### src/hdl/dwsr_pkg.sv
// Shared types and constants for the dual wheel speed regulator.
`default_nettype none
package dwsr_pkg;

	// Request operation codes
	typedef enum logic [1:0] {
		OP_TICK    = 2'd0,
		OP_PRELOAD = 2'd1,
		OP_CLEAR   = 2'd2
	} op_t;

	// Drive direction codes; the unused code drives nothing
	typedef enum logic [1:0] {
		DIR_OFF = 2'd0,
		DIR_FWD = 2'd1,
		DIR_REV = 2'd2
	} dir_t;

	// Configuration register indexes
	localparam logic [1:0] REG_LEFT_TARGET  = 2'd0;
	localparam logic [1:0] REG_RIGHT_TARGET = 2'd1;
	localparam logic [1:0] REG_LEFT_DIR     = 2'd2;
	localparam logic [1:0] REG_RIGHT_DIR    = 2'd3;

	localparam int unsigned CFG_DATA_W = 7;

	// Loop constants
	localparam logic [6:0] TARGET_MAX      = 7'd100;
	localparam logic [6:0] SLOW_MIN_TARGET = 7'd20;
	localparam logic [7:0] SLOW_MAX_COUNT  = 8'd20;
	localparam logic [7:0] SLOW_SAT        = 8'd200;
	localparam logic [7:0] COUNT_CLAMP     = 8'd70;
	localparam logic signed [7:0] ERR_LIMIT = 8'sd10;
	localparam logic signed [9:0] DUTY_TOP  = 10'sd99;
	localparam logic [6:0] DUTY_MAX        = 7'd100;

	// Per-wheel settings
	typedef struct packed {
		logic [6:0] target;
		dir_t       dir;
	} wheel_cfg_t;

	// Per-wheel loop state
	typedef struct packed {
		logic [7:0] duty_acc;
		logic [7:0] slow_cnt;
	} wheel_state_t;

endpackage
`default_nettype wire

### src/hdl/dwsr_cfg.sv
// Configuration register file: wheel targets and drive directions.
`default_nettype none
module dwsr_cfg (
	input  wire logic                            clk,
	input  wire logic                            arst_n,
	input  wire logic                            cfg_we,
	input  wire logic [1:0]                      cfg_index,
	input  wire logic [dwsr_pkg::CFG_DATA_W-1:0] cfg_data,
	output dwsr_pkg::wheel_cfg_t                 left_cfg,
	output dwsr_pkg::wheel_cfg_t                 right_cfg
);
	import dwsr_pkg::*;

	wheel_cfg_t left_q;
	wheel_cfg_t right_q;
	logic [6:0] target_wr;

	// Targets saturate at the top speed on write
	assign target_wr = (cfg_data > TARGET_MAX) ? TARGET_MAX : cfg_data;

	always_ff @(posedge clk or negedge arst_n) begin
		if (!arst_n) begin
			left_q  <= '{target: '0, dir: DIR_OFF};
			right_q <= '{target: '0, dir: DIR_OFF};
		end else if (cfg_we) begin
			case (cfg_index)
				REG_LEFT_TARGET:  left_q.target  <= target_wr;
				REG_RIGHT_TARGET: right_q.target <= target_wr;
				REG_LEFT_DIR:     left_q.dir     <= dir_t'(cfg_data[1:0]);
				REG_RIGHT_DIR:    right_q.dir    <= dir_t'(cfg_data[1:0]);
				default: ;
			endcase
		end
	end

	assign left_cfg  = left_q;
	assign right_cfg = right_q;

endmodule
`default_nettype wire

### src/hdl/dwsr_wheel.sv
// One wheel's tick update: slow-tick counter, integral duty and channel routing.
`default_nettype none
module dwsr_wheel (
	input  dwsr_pkg::wheel_cfg_t   cfg,
	input  dwsr_pkg::wheel_state_t cur,
	input  wire logic [7:0]        count,
	output dwsr_pkg::wheel_state_t nxt,
	output logic [6:0]             fwd_duty,
	output logic [6:0]             rev_duty
);
	import dwsr_pkg::*;

	logic [11:0]       count_x10;
	logic [11:0]       target_x7;
	logic              slow_hit;
	logic [7:0]        slow_nxt;
	logic [7:0]        count_clamped;
	logic signed [8:0] err_raw;
	logic signed [7:0] err_lim;
	logic signed [9:0] sum;
	logic [6:0]        duty;

	// Slow test: count < floor(7*target/10)  <=>  10*(count+1) <= 7*target
	assign count_x10 = ({4'd0, count} + 12'd1) * 12'd10;
	assign target_x7 = {5'd0, cfg.target} * 12'd7;
	assign slow_hit  = (cfg.target > SLOW_MIN_TARGET) && (count < SLOW_MAX_COUNT)
		&& (count_x10 <= target_x7);

	always_comb begin
		if (!slow_hit)
			slow_nxt = '0;
		else if (cur.slow_cnt >= SLOW_SAT)
			slow_nxt = SLOW_SAT;
		else
			slow_nxt = cur.slow_cnt + 8'd1;
	end

	// Error with clamped count, limited to +/-10
	assign count_clamped = (count > COUNT_CLAMP) ? COUNT_CLAMP : count;
	assign err_raw = $signed({2'b00, cfg.target}) - $signed({1'b0, count_clamped});

	always_comb begin
		if (err_raw > 9'(ERR_LIMIT))
			err_lim = ERR_LIMIT;
		else if (err_raw < -9'(ERR_LIMIT))
			err_lim = -ERR_LIMIT;
		else
			err_lim = err_raw[7:0];
	end

	// Accumulate and clamp to 0..100; a target of 0 or 1 forces zero
	assign sum = $signed({2'b00, cur.duty_acc}) + 10'(err_lim);

	always_comb begin
		if (cfg.target <= 7'd1)
			duty = '0;
		else if (sum < 10'sd0)
			duty = '0;
		else if (sum > DUTY_TOP)
			duty = DUTY_MAX;
		else
			duty = sum[6:0];
	end

	assign nxt = '{duty_acc: {1'b0, duty}, slow_cnt: slow_nxt};

	// Half-bridge routing
	always_comb begin
		fwd_duty = '0;
		rev_duty = '0;
		case (cfg.dir)
			DIR_FWD: fwd_duty = duty;
			DIR_REV: rev_duty = duty;
			default: ;
		endcase
	end

endmodule
`default_nettype wire

### src/hdl/dual_wheel_speed_regulator_top.sv
// A tick request passes the input register, then the result register; a stalled
// result holds the request in the input register. State updates as it leaves that register.
// Throughput: one request per cycle while no tick is held by a stalled result.
// Preload and clear requests update state and return no result.
// Reset (arst_n low, asynchronous) clears targets, directions, duty
// accumulators, slow counters and all valid flags.
`default_nettype none
module dual_wheel_speed_regulator_top (
	input  wire logic       clk,
	input  wire logic       arst_n,
	input  wire logic       cfg_we,
	input  wire logic [1:0] cfg_index,
	input  wire logic [6:0] cfg_data,
	input  wire logic       in_valid,
	output logic            in_ready,
	input  wire logic [1:0] operation,
	input  wire logic [7:0] left_count,
	input  wire logic [7:0] right_count,
	input  wire logic [7:0] left_preset,
	input  wire logic [7:0] right_preset,
	output logic            out_valid,
	input  wire logic       out_ready,
	output logic [6:0]      left_fwd_duty,
	output logic [6:0]      left_rev_duty,
	output logic [6:0]      right_fwd_duty,
	output logic [6:0]      right_rev_duty,
	output logic [7:0]      left_slow_ticks,
	output logic [7:0]      right_slow_ticks
);
	import dwsr_pkg::*;

	wheel_cfg_t   left_cfg, right_cfg;
	wheel_state_t left_q, right_q;
	wheel_state_t left_nxt, right_nxt;
	logic [6:0]   lf, lr, rf, rr;

	logic         valid_s1;
	op_t          op_s1;
	logic [7:0]   lcount_s1, rcount_s1, lpreset_s1, rpreset_s1;
	logic         is_tick, advance, out_free;

	dwsr_cfg u_cfg (
		.clk, .arst_n, .cfg_we, .cfg_index, .cfg_data,
		.left_cfg, .right_cfg
	);

	// Input register
	assign out_free = !out_valid || out_ready;
	assign is_tick  = (op_s1 == OP_TICK);
	assign advance  = valid_s1 && (!is_tick || out_free);
	assign in_ready = !valid_s1 || advance;

	always_ff @(posedge clk or negedge arst_n) begin
		if (!arst_n)
			valid_s1 <= 1'b0;
		else if (in_ready)
			valid_s1 <= in_valid;
	end

	always_ff @(posedge clk) begin
		if (in_ready && in_valid) begin
			op_s1      <= op_t'(operation);
			lcount_s1  <= left_count;
			rcount_s1  <= right_count;
			lpreset_s1 <= left_preset;
			rpreset_s1 <= right_preset;
		end
	end

	dwsr_wheel u_left (
		.cfg(left_cfg), .cur(left_q), .count(lcount_s1),
		.nxt(left_nxt), .fwd_duty(lf), .rev_duty(lr)
	);

	dwsr_wheel u_right (
		.cfg(right_cfg), .cur(right_q), .count(rcount_s1),
		.nxt(right_nxt), .fwd_duty(rf), .rev_duty(rr)
	);

	// Loop state update
	always_ff @(posedge clk or negedge arst_n) begin
		if (!arst_n) begin
			left_q  <= '0;
			right_q <= '0;
		end else if (advance) begin
			case (op_s1)
				OP_TICK: begin
					left_q  <= left_nxt;
					right_q <= right_nxt;
				end
				OP_PRELOAD: begin
					left_q.duty_acc  <= lpreset_s1;
					right_q.duty_acc <= rpreset_s1;
				end
				OP_CLEAR: begin
					left_q.slow_cnt  <= '0;
					right_q.slow_cnt <= '0;
				end
				default: ;
			endcase
		end
	end

	// Result register
	always_ff @(posedge clk or negedge arst_n) begin
		if (!arst_n)
			out_valid <= 1'b0;
		else if (advance && is_tick)
			out_valid <= 1'b1;
		else if (out_ready)
			out_valid <= 1'b0;
	end

	always_ff @(posedge clk) begin
		if (advance && is_tick) begin
			left_fwd_duty    <= lf;
			left_rev_duty    <= lr;
			right_fwd_duty   <= rf;
			right_rev_duty   <= rr;
			left_slow_ticks  <= left_nxt.slow_cnt;
			right_slow_ticks <= right_nxt.slow_cnt;
		end
	end

endmodule
`default_nettype wire

### config.mk
export PLATFORM = sky130hd
export DESIGN_NAME = dual_wheel_speed_regulator_top
export DESIGN_NICKNAME = d
export VERILOG_FILES = /design/src/hdl/dwsr_pkg.sv /design/src/hdl/dwsr_cfg.sv /design/src/hdl/dwsr_wheel.sv /design/src/hdl/dual_wheel_speed_regulator_top.sv
export SDC_FILE = /design/constraint.sdc
export NUM_CORES = 1
export LEC_CHECK = 0
export BUFFER_PORTS_ARGS = -buffer_cell sky130_fd_sc_hd__buf_4
export CORE_UTILIZATION = 56
export CTS_BUF_LIST = sky130_fd_sc_hd__clkbuf_4 sky130_fd_sc_hd__clkbuf_8
export CTS_CLUSTER_DIAMETER = 60
export DETAILED_ROUTE_END_ITERATION = 10
export PLACE_DENSITY_LB_ADDON = 0.25
export SYNTH_ARGS = -nofsm -noshare
export SYNTH_HDL_FRONTEND = slang
export SYNTH_HIERARCHICAL = 1
export SYNTH_SLANG_ARGS = --single-unit
### constraint.sdc
create_clock -name clk -period 5.9 [get_ports clk]
set_clock_uncertainty 0.2 [all_clocks]
set_input_delay 0 -clock clk [delete_from_list [all_inputs] [get_ports clk]]
set_output_delay 0 -clock clk [all_outputs]
set_load 0.005 [all_outputs]
* Word level (Yosys, flattened, before mapping) *
Cells that the tools add are included.

storage, ports and cells
  memory bits (writable) = 0
  word-level logic and storage cells = 110
  memories kept = 0
  bits in latches = 0
  output and inout port bits = 46
  ROM bits = 0
  flip-flop bits (word level) = 130

cells by class
  order comparisons = 21
  divide/modulo/power cells = 0
  reductions and logical operators = 24
  bitwise logic cells = 0
  muxes and demuxes = 23
  add/sub/neg operators = 8
  multipliers = 4
  shift-type cells = 0
  equal/unequal tests = 9

operators by type and width
  operator                                                                           number
  8-bit 2-to-1 mux                                                                   10
  8-bit one-hot mux with 2 select lines                                              4
  7-bit 2-to-1 mux                                                                   7
  12-bit by 10-bit less-or-equal comparator with 1-bit output                        2
  12-bit by 3-bit multiplier with 11-bit output (second input constant)              2
  9-bit by 8-bit adder with 10-bit output                                            2
  10-bit by 8-bit > comparator with 1-bit output (second input constant)             2
  10-bit by 1-bit < comparator with 1-bit output (second input constant)             2
  7-bit by 3-bit multiplier with 10-bit output (second input constant)               2
  8-bit by 1-bit adder with 9-bit output (second input constant)                     2
  9-bit by 5-bit > comparator with 1-bit output (second input constant)              2
  9-bit by 5-bit < comparator with 1-bit output (second input constant)              2
  7-bit by 8-bit subtractor with 9-bit output                                        2
  8-bit by 1-bit adder with 8-bit output (second input constant)                     2
  8-bit >= comparator (second input constant)                                        2
  8-bit by 7-bit > comparator with 1-bit output (second input constant)              2
  8-bit by 5-bit < comparator with 1-bit output (second input constant)              2
  7-bit by 5-bit > comparator with 1-bit output (second input constant)              2
  7-bit by 1-bit less-or-equal comparator with 1-bit output (second input constant)  2
  2-bit AND reduction                                                                6
  2-bit equality test (second input constant)                                        5
  2-bit by 1-bit equality test with 1-bit output (second input constant)             4
  7-bit > comparator (second input constant)                                         1
  1-bit logical AND                                                                  7
  5 further kinds                                                                    13

* Depth between registers and ports, before layout *
  depth after elaboration = 12
  gate-level depth with buffers = 24
  gate-level depth less buffers = 23

* Modules after synthesis *
The synthesis kept the hierarchy.

modules (own cells, without submodules)
  module                          area an instance (um^2)  cells each  instances  sequential area each (um^2)
  dual_wheel_speed_regulator_top  3918.8                   180         1          3193.1
  dwsr_wheel at u_right           2775.2                   362         1          0.0
  dwsr_wheel at u_left            2722.6                   338         1          0.0
  dwsr_cfg                        740.7                    60          1          450.4

* Least setup slack after synthesis *
No wires, ideal clock.

  kind = reg-to-reg
  from = register rcount_s1[0]
  to = register right_q[11] (netlist bit)
  slack = 0.336 ns
  setup time = 0.125 ns
  arrival = 5.240 ns
  cell stages (with the launch flop) = 23
  required time = 5.575 ns
  cell sequence = edfxtp_1 -> and3_1 -> or4_1 -> a21oi_1 -> nand2b_1 -> fa_1 -> o21ai_2 -> xnor2_1 -> o2111ai_1 -> or2_1 -> a21oi_1 -> ha_1 -> inv_1 -> fa_1 -> nand2b_1 -> a21oi_1 -> a2111oi_0 -> or2_2 -> o32ai_2 -> buf_6 -> nor3_1 -> mux2_2 -> mux2_2

RTL lines
  item                    RTL line                              RTL
  from (decl)             dual_wheel_speed_regulator_top.sv:39  logic [7:0] lcount_s1, rcount_s1, lpreset_s1, rpreset_s1;
  from (signal assigned)  dual_wheel_speed_regulator_top.sv:64  rcount_s1 <= right_count;
  to (signal assigned)    dual_wheel_speed_regulator_top.sv:89  right_q <= right_nxt;
  to (decl)               dual_wheel_speed_regulator_top.sv:33  wheel_state_t left_q, right_q;

==> reports/qor.yml <==
pwr:
  power-per-cell-area_mw_per_mm2: 374
  peakVddDrop_v: 0.000261
  p_total_w: 0.00457
  leakagePower_nw: 5.35
final_layout:
  final_util: 0.698
  syn2layout_area_growth_pct: 20.2
  instances_no_fill: 1354
  fin_area_sq_mm: 0.0122
  drive_above_1_share: 0.216
  layout.nets: 1312
  n_antenna_cell: 0
critical_path:
  crit_path_max_fanout: 6
  r2r_slack_ns: 0.22
  cp_num_cells: 23
  path_class: "reg2reg"
  cp.buffers_inverters: 3
  critPathArrivalTime_ns: 5.82
  crit_family: "compound AO/OA/AOI/OAI gates"
  crit_chain: "and3_2 > or4_4 > a21o_1 > nor2_1 > ha_1 > nand2_2 > a21oi_1 > nor3_1 > o21ai_0 > nand3b_1 > buf_4 > buf_4 > o22a_1 > ha_1 > o21ai_1 > o21ai_2 > a221o_1 > and3b_2 > o32ai_4 > buf_6 > nor3_1 > mux2_2 > mux2_2"
  crit_path_end_kind: "flop"
  slowest_delay_ns: 0.44
  worst-endpoint-required_ns: 6.04
  r2r-start: "rcount_s1[0]"
  reg2reg_depth: 23
  cp-start-kind: "flop"
  slowest_stage: "or4_4"
  worstReg2RegEnd: "right_q[11]"
yosys:
  netlist_area_sq_mm: 0.0102
  synth_area_per_cell_sq_um: 10.8
  seq_area_frac_synth: 0.359
  yosysTopAreaCell: "edfxtp_1"
  synth_fp_nets: 1136
  synth-edff-count: 78
  netlist_instances: 940
  synth_ff_type: "edfxtp_1"
  yosysTopAreaCellShare: 0.231
  yosys-top-cells-area: "edfxtp_1 23%, ha_1 16%, dfrtp_1 13%"
  synthArstFlopShare: 0.400
  yosysUniqueCellTypes: 89
  ys_warn_count: 6
  ys_seq_elements: 130
detailed_routing:
  wl_um: 23000
  drtIter0Drc: 479
  first_pass_iters: 6
  final_antenna_net_count: 0
  vias: 7806
  wl_per_cell_um: 17.0
  drc: 0
  viasPerCell: 5.77
die:
  die_h_um: 137
  row_count: 48
  start_util: 0.581
  die_w_um: 137
  num_io_pins: 94
  die_area_sq_mm: 0.0187
  core_area_sq_mm: 0.0175
sta:
  finalHoldViolCount: 0
  finalCritPeriodShare: 0.963
  fin_setup_tns_ns: 0
  max_freq_ghz: 0.176
  worst_slew_pin_slew_ns: 1.20
  setup_viol: 0
  slew_headroom: 0.193
  min_period_ns: 5.68
  maxSlewViolCount: 0
clock_tree:
  clk_pin_slew_worst_paths_ns: 0.08
  cts-root-buf: "clkbuf_8"
  clock-sinks: 130
  clock_path_buffers: 2
  ctsHtreeMaxLevel: 4
  cts_tree: "done"
  worst_skew_pair.late_latency_ns: 0.45
  numCtsBuffers: 17
hold_path:
  hold_path_end: "rpreset_s1[0]"
  hold_start: "right_preset[0]"
  worstHoldPathCells: 2
  hp-class: "in2reg"
global_routing:
  grt_use_total: 0.255
  grt_max_degree: 59
  grt_first_pass_wirelength_um: 36800
  grt_pass1_vias: 7695
  antenna_found_initial: 0
  grt-ovfl-total: 0
outcome:
  status: "completed"
placed_design:
  port_buffers: 93
  placed_cells: 1253
  dpl_cell_area_sq_mm: 0.0111
  gp_congestion: 0.938
  hpwl_um: 16500
flow_run:
  maxCapViolations: 0
## power by group
part | internal (W) | leakage (nW) | switching [W] | total (W)
combinational | 0.00118 | 3.78 | 0.00153 | 0.00271
clock | 0.000298 | 0.160 | 0.000386 | 0.000684
sequential | 0.00107 | 1.41 | 0.000102 | 0.00117
## worst reg2reg max path, stage by stage, from the launching register on
cell and delay (ns):
edfxtp_1 0.40, and3_2 0.26, or4_4 0.44, a21o_1 0.20, nor2_1 0.09, ha_1 0.25
nand2_2 0.11, a21oi_1 0.24, nor3_1 0.09, o21ai_0 0.38, nand3b_1 0.27, buf_4 0.21
buf_4 0.12, o22a_1 0.19, ha_1 0.34, o21ai_1 0.19, o21ai_2 0.11, a221o_1 0.36
and3b_2 0.25, o32ai_4 0.14, buf_6 0.16, nor3_1 0.05, mux2_2 0.27, mux2_2 0.26
## cell type report
class                   instances  area, sq um
flip-flops and latches        130         3640
clock buffers                  18          241
repair buffers                176         1490
clock inverters                14          106
well taps                     225          282
fillers                      1303         5270
inverters                      68          260
multi-input cells             723         6190
## synth_stat cells, drive strengths merged (13+ instances only)
cell type / n
ha: 128
edfxtp: 78
inv: 67
nand2: 56
dfrtp: 52
xnor2: 44
a21oi: 43
mux2: 41
nor2: 39
o21ai: 39
nor3: 29
nand3: 26
xor2: 24
nor4: 21
fa: 20
a21o: 18
a22o: 17
buf: 16
nand2b: 13
## cells in the final DEF, fill, tap and decap left out, drive strengths merged, types with 26 or more instances in the layout
cell,netlist,routed
ha,128,128
buf,16,119
edfxtp,78,78
inv,67,71
dlygate4sd3,0,57
nand2,56,56
dfrtp,52,52
xnor2,44,44
a21oi,43,43
mux2,41,41
nor2,39,39
o21ai,39,39
nor3,29,29
nand3,26,26
## registers in the layout, summed over array words and instances, names as in the netlist, 2 cells and up
register          flops
rpreset_s1            8
left_fwd_duty         7
left_q               16
lpreset_s1            8
left_slow_ticks       8
right_slow_ticks      8
op_s1                 2
u_cfg/right_cfg       9
right_q              16
lcount_s1             8
u_cfg/left_cfg        9
left_rev_duty         7
right_rev_duty        7
rcount_s1             8
right_fwd_duty        7
## how the worst max path moves through the flow
stage | start | slack [ns] | end
floorplan | rcount_s1[0] | 0.34 | right_q[11]
global placement | rcount_s1[0] | 0.25 | right_q[11]
detailed placement | rcount_s1[0] | 0.06 | right_q[11]
CTS | rcount_s1[0] | 0.03 | right_q[11]
global route | rcount_s1[2] | -0.05 | right_q[11]
finish | rcount_s1[0] | 0.22 | right_q[11]
## metrics by stage
step	hold slack [ns]	worst slack (ns)
2_1_floorplan	-0.496	0.336
3_3_place_gp	-0.102	0.251
3_5_place_dp	-0.0951	0.0582
4_1_cts	0.0460	0.0269
5_1_grt	0.0325	-0.0544
6_report	0.0612	0.219
## cell families after synthesis
logic type,after synthesis,share of synthesized area
AOI/OAI and AO/OA,214,0.154
other,2,0.000739
xor gates and xnor gates,68,0.0594
muxes,43,0.0559
buffers and inverters,87,0.0413
and+or+nand+nor,248,0.133
DFF,130,0.359
adders and majority gates,148,0.197
## layer usage
layer,track usage,part of all wire
met5,0,0
met4,0.0778,0.020
met3,0.0478,0.041
met2,0.454,0.51
met1,0.311,0.43
## what timing repair did
action,4_1_cts,5_1_grt
hold buffers,58,0
resized for setup,0,21
setup buffers,0,10
endpoints found under the setup margin,0,25
endpoints found under the hold margin,108,0
(Power assumes the default switching activity.)
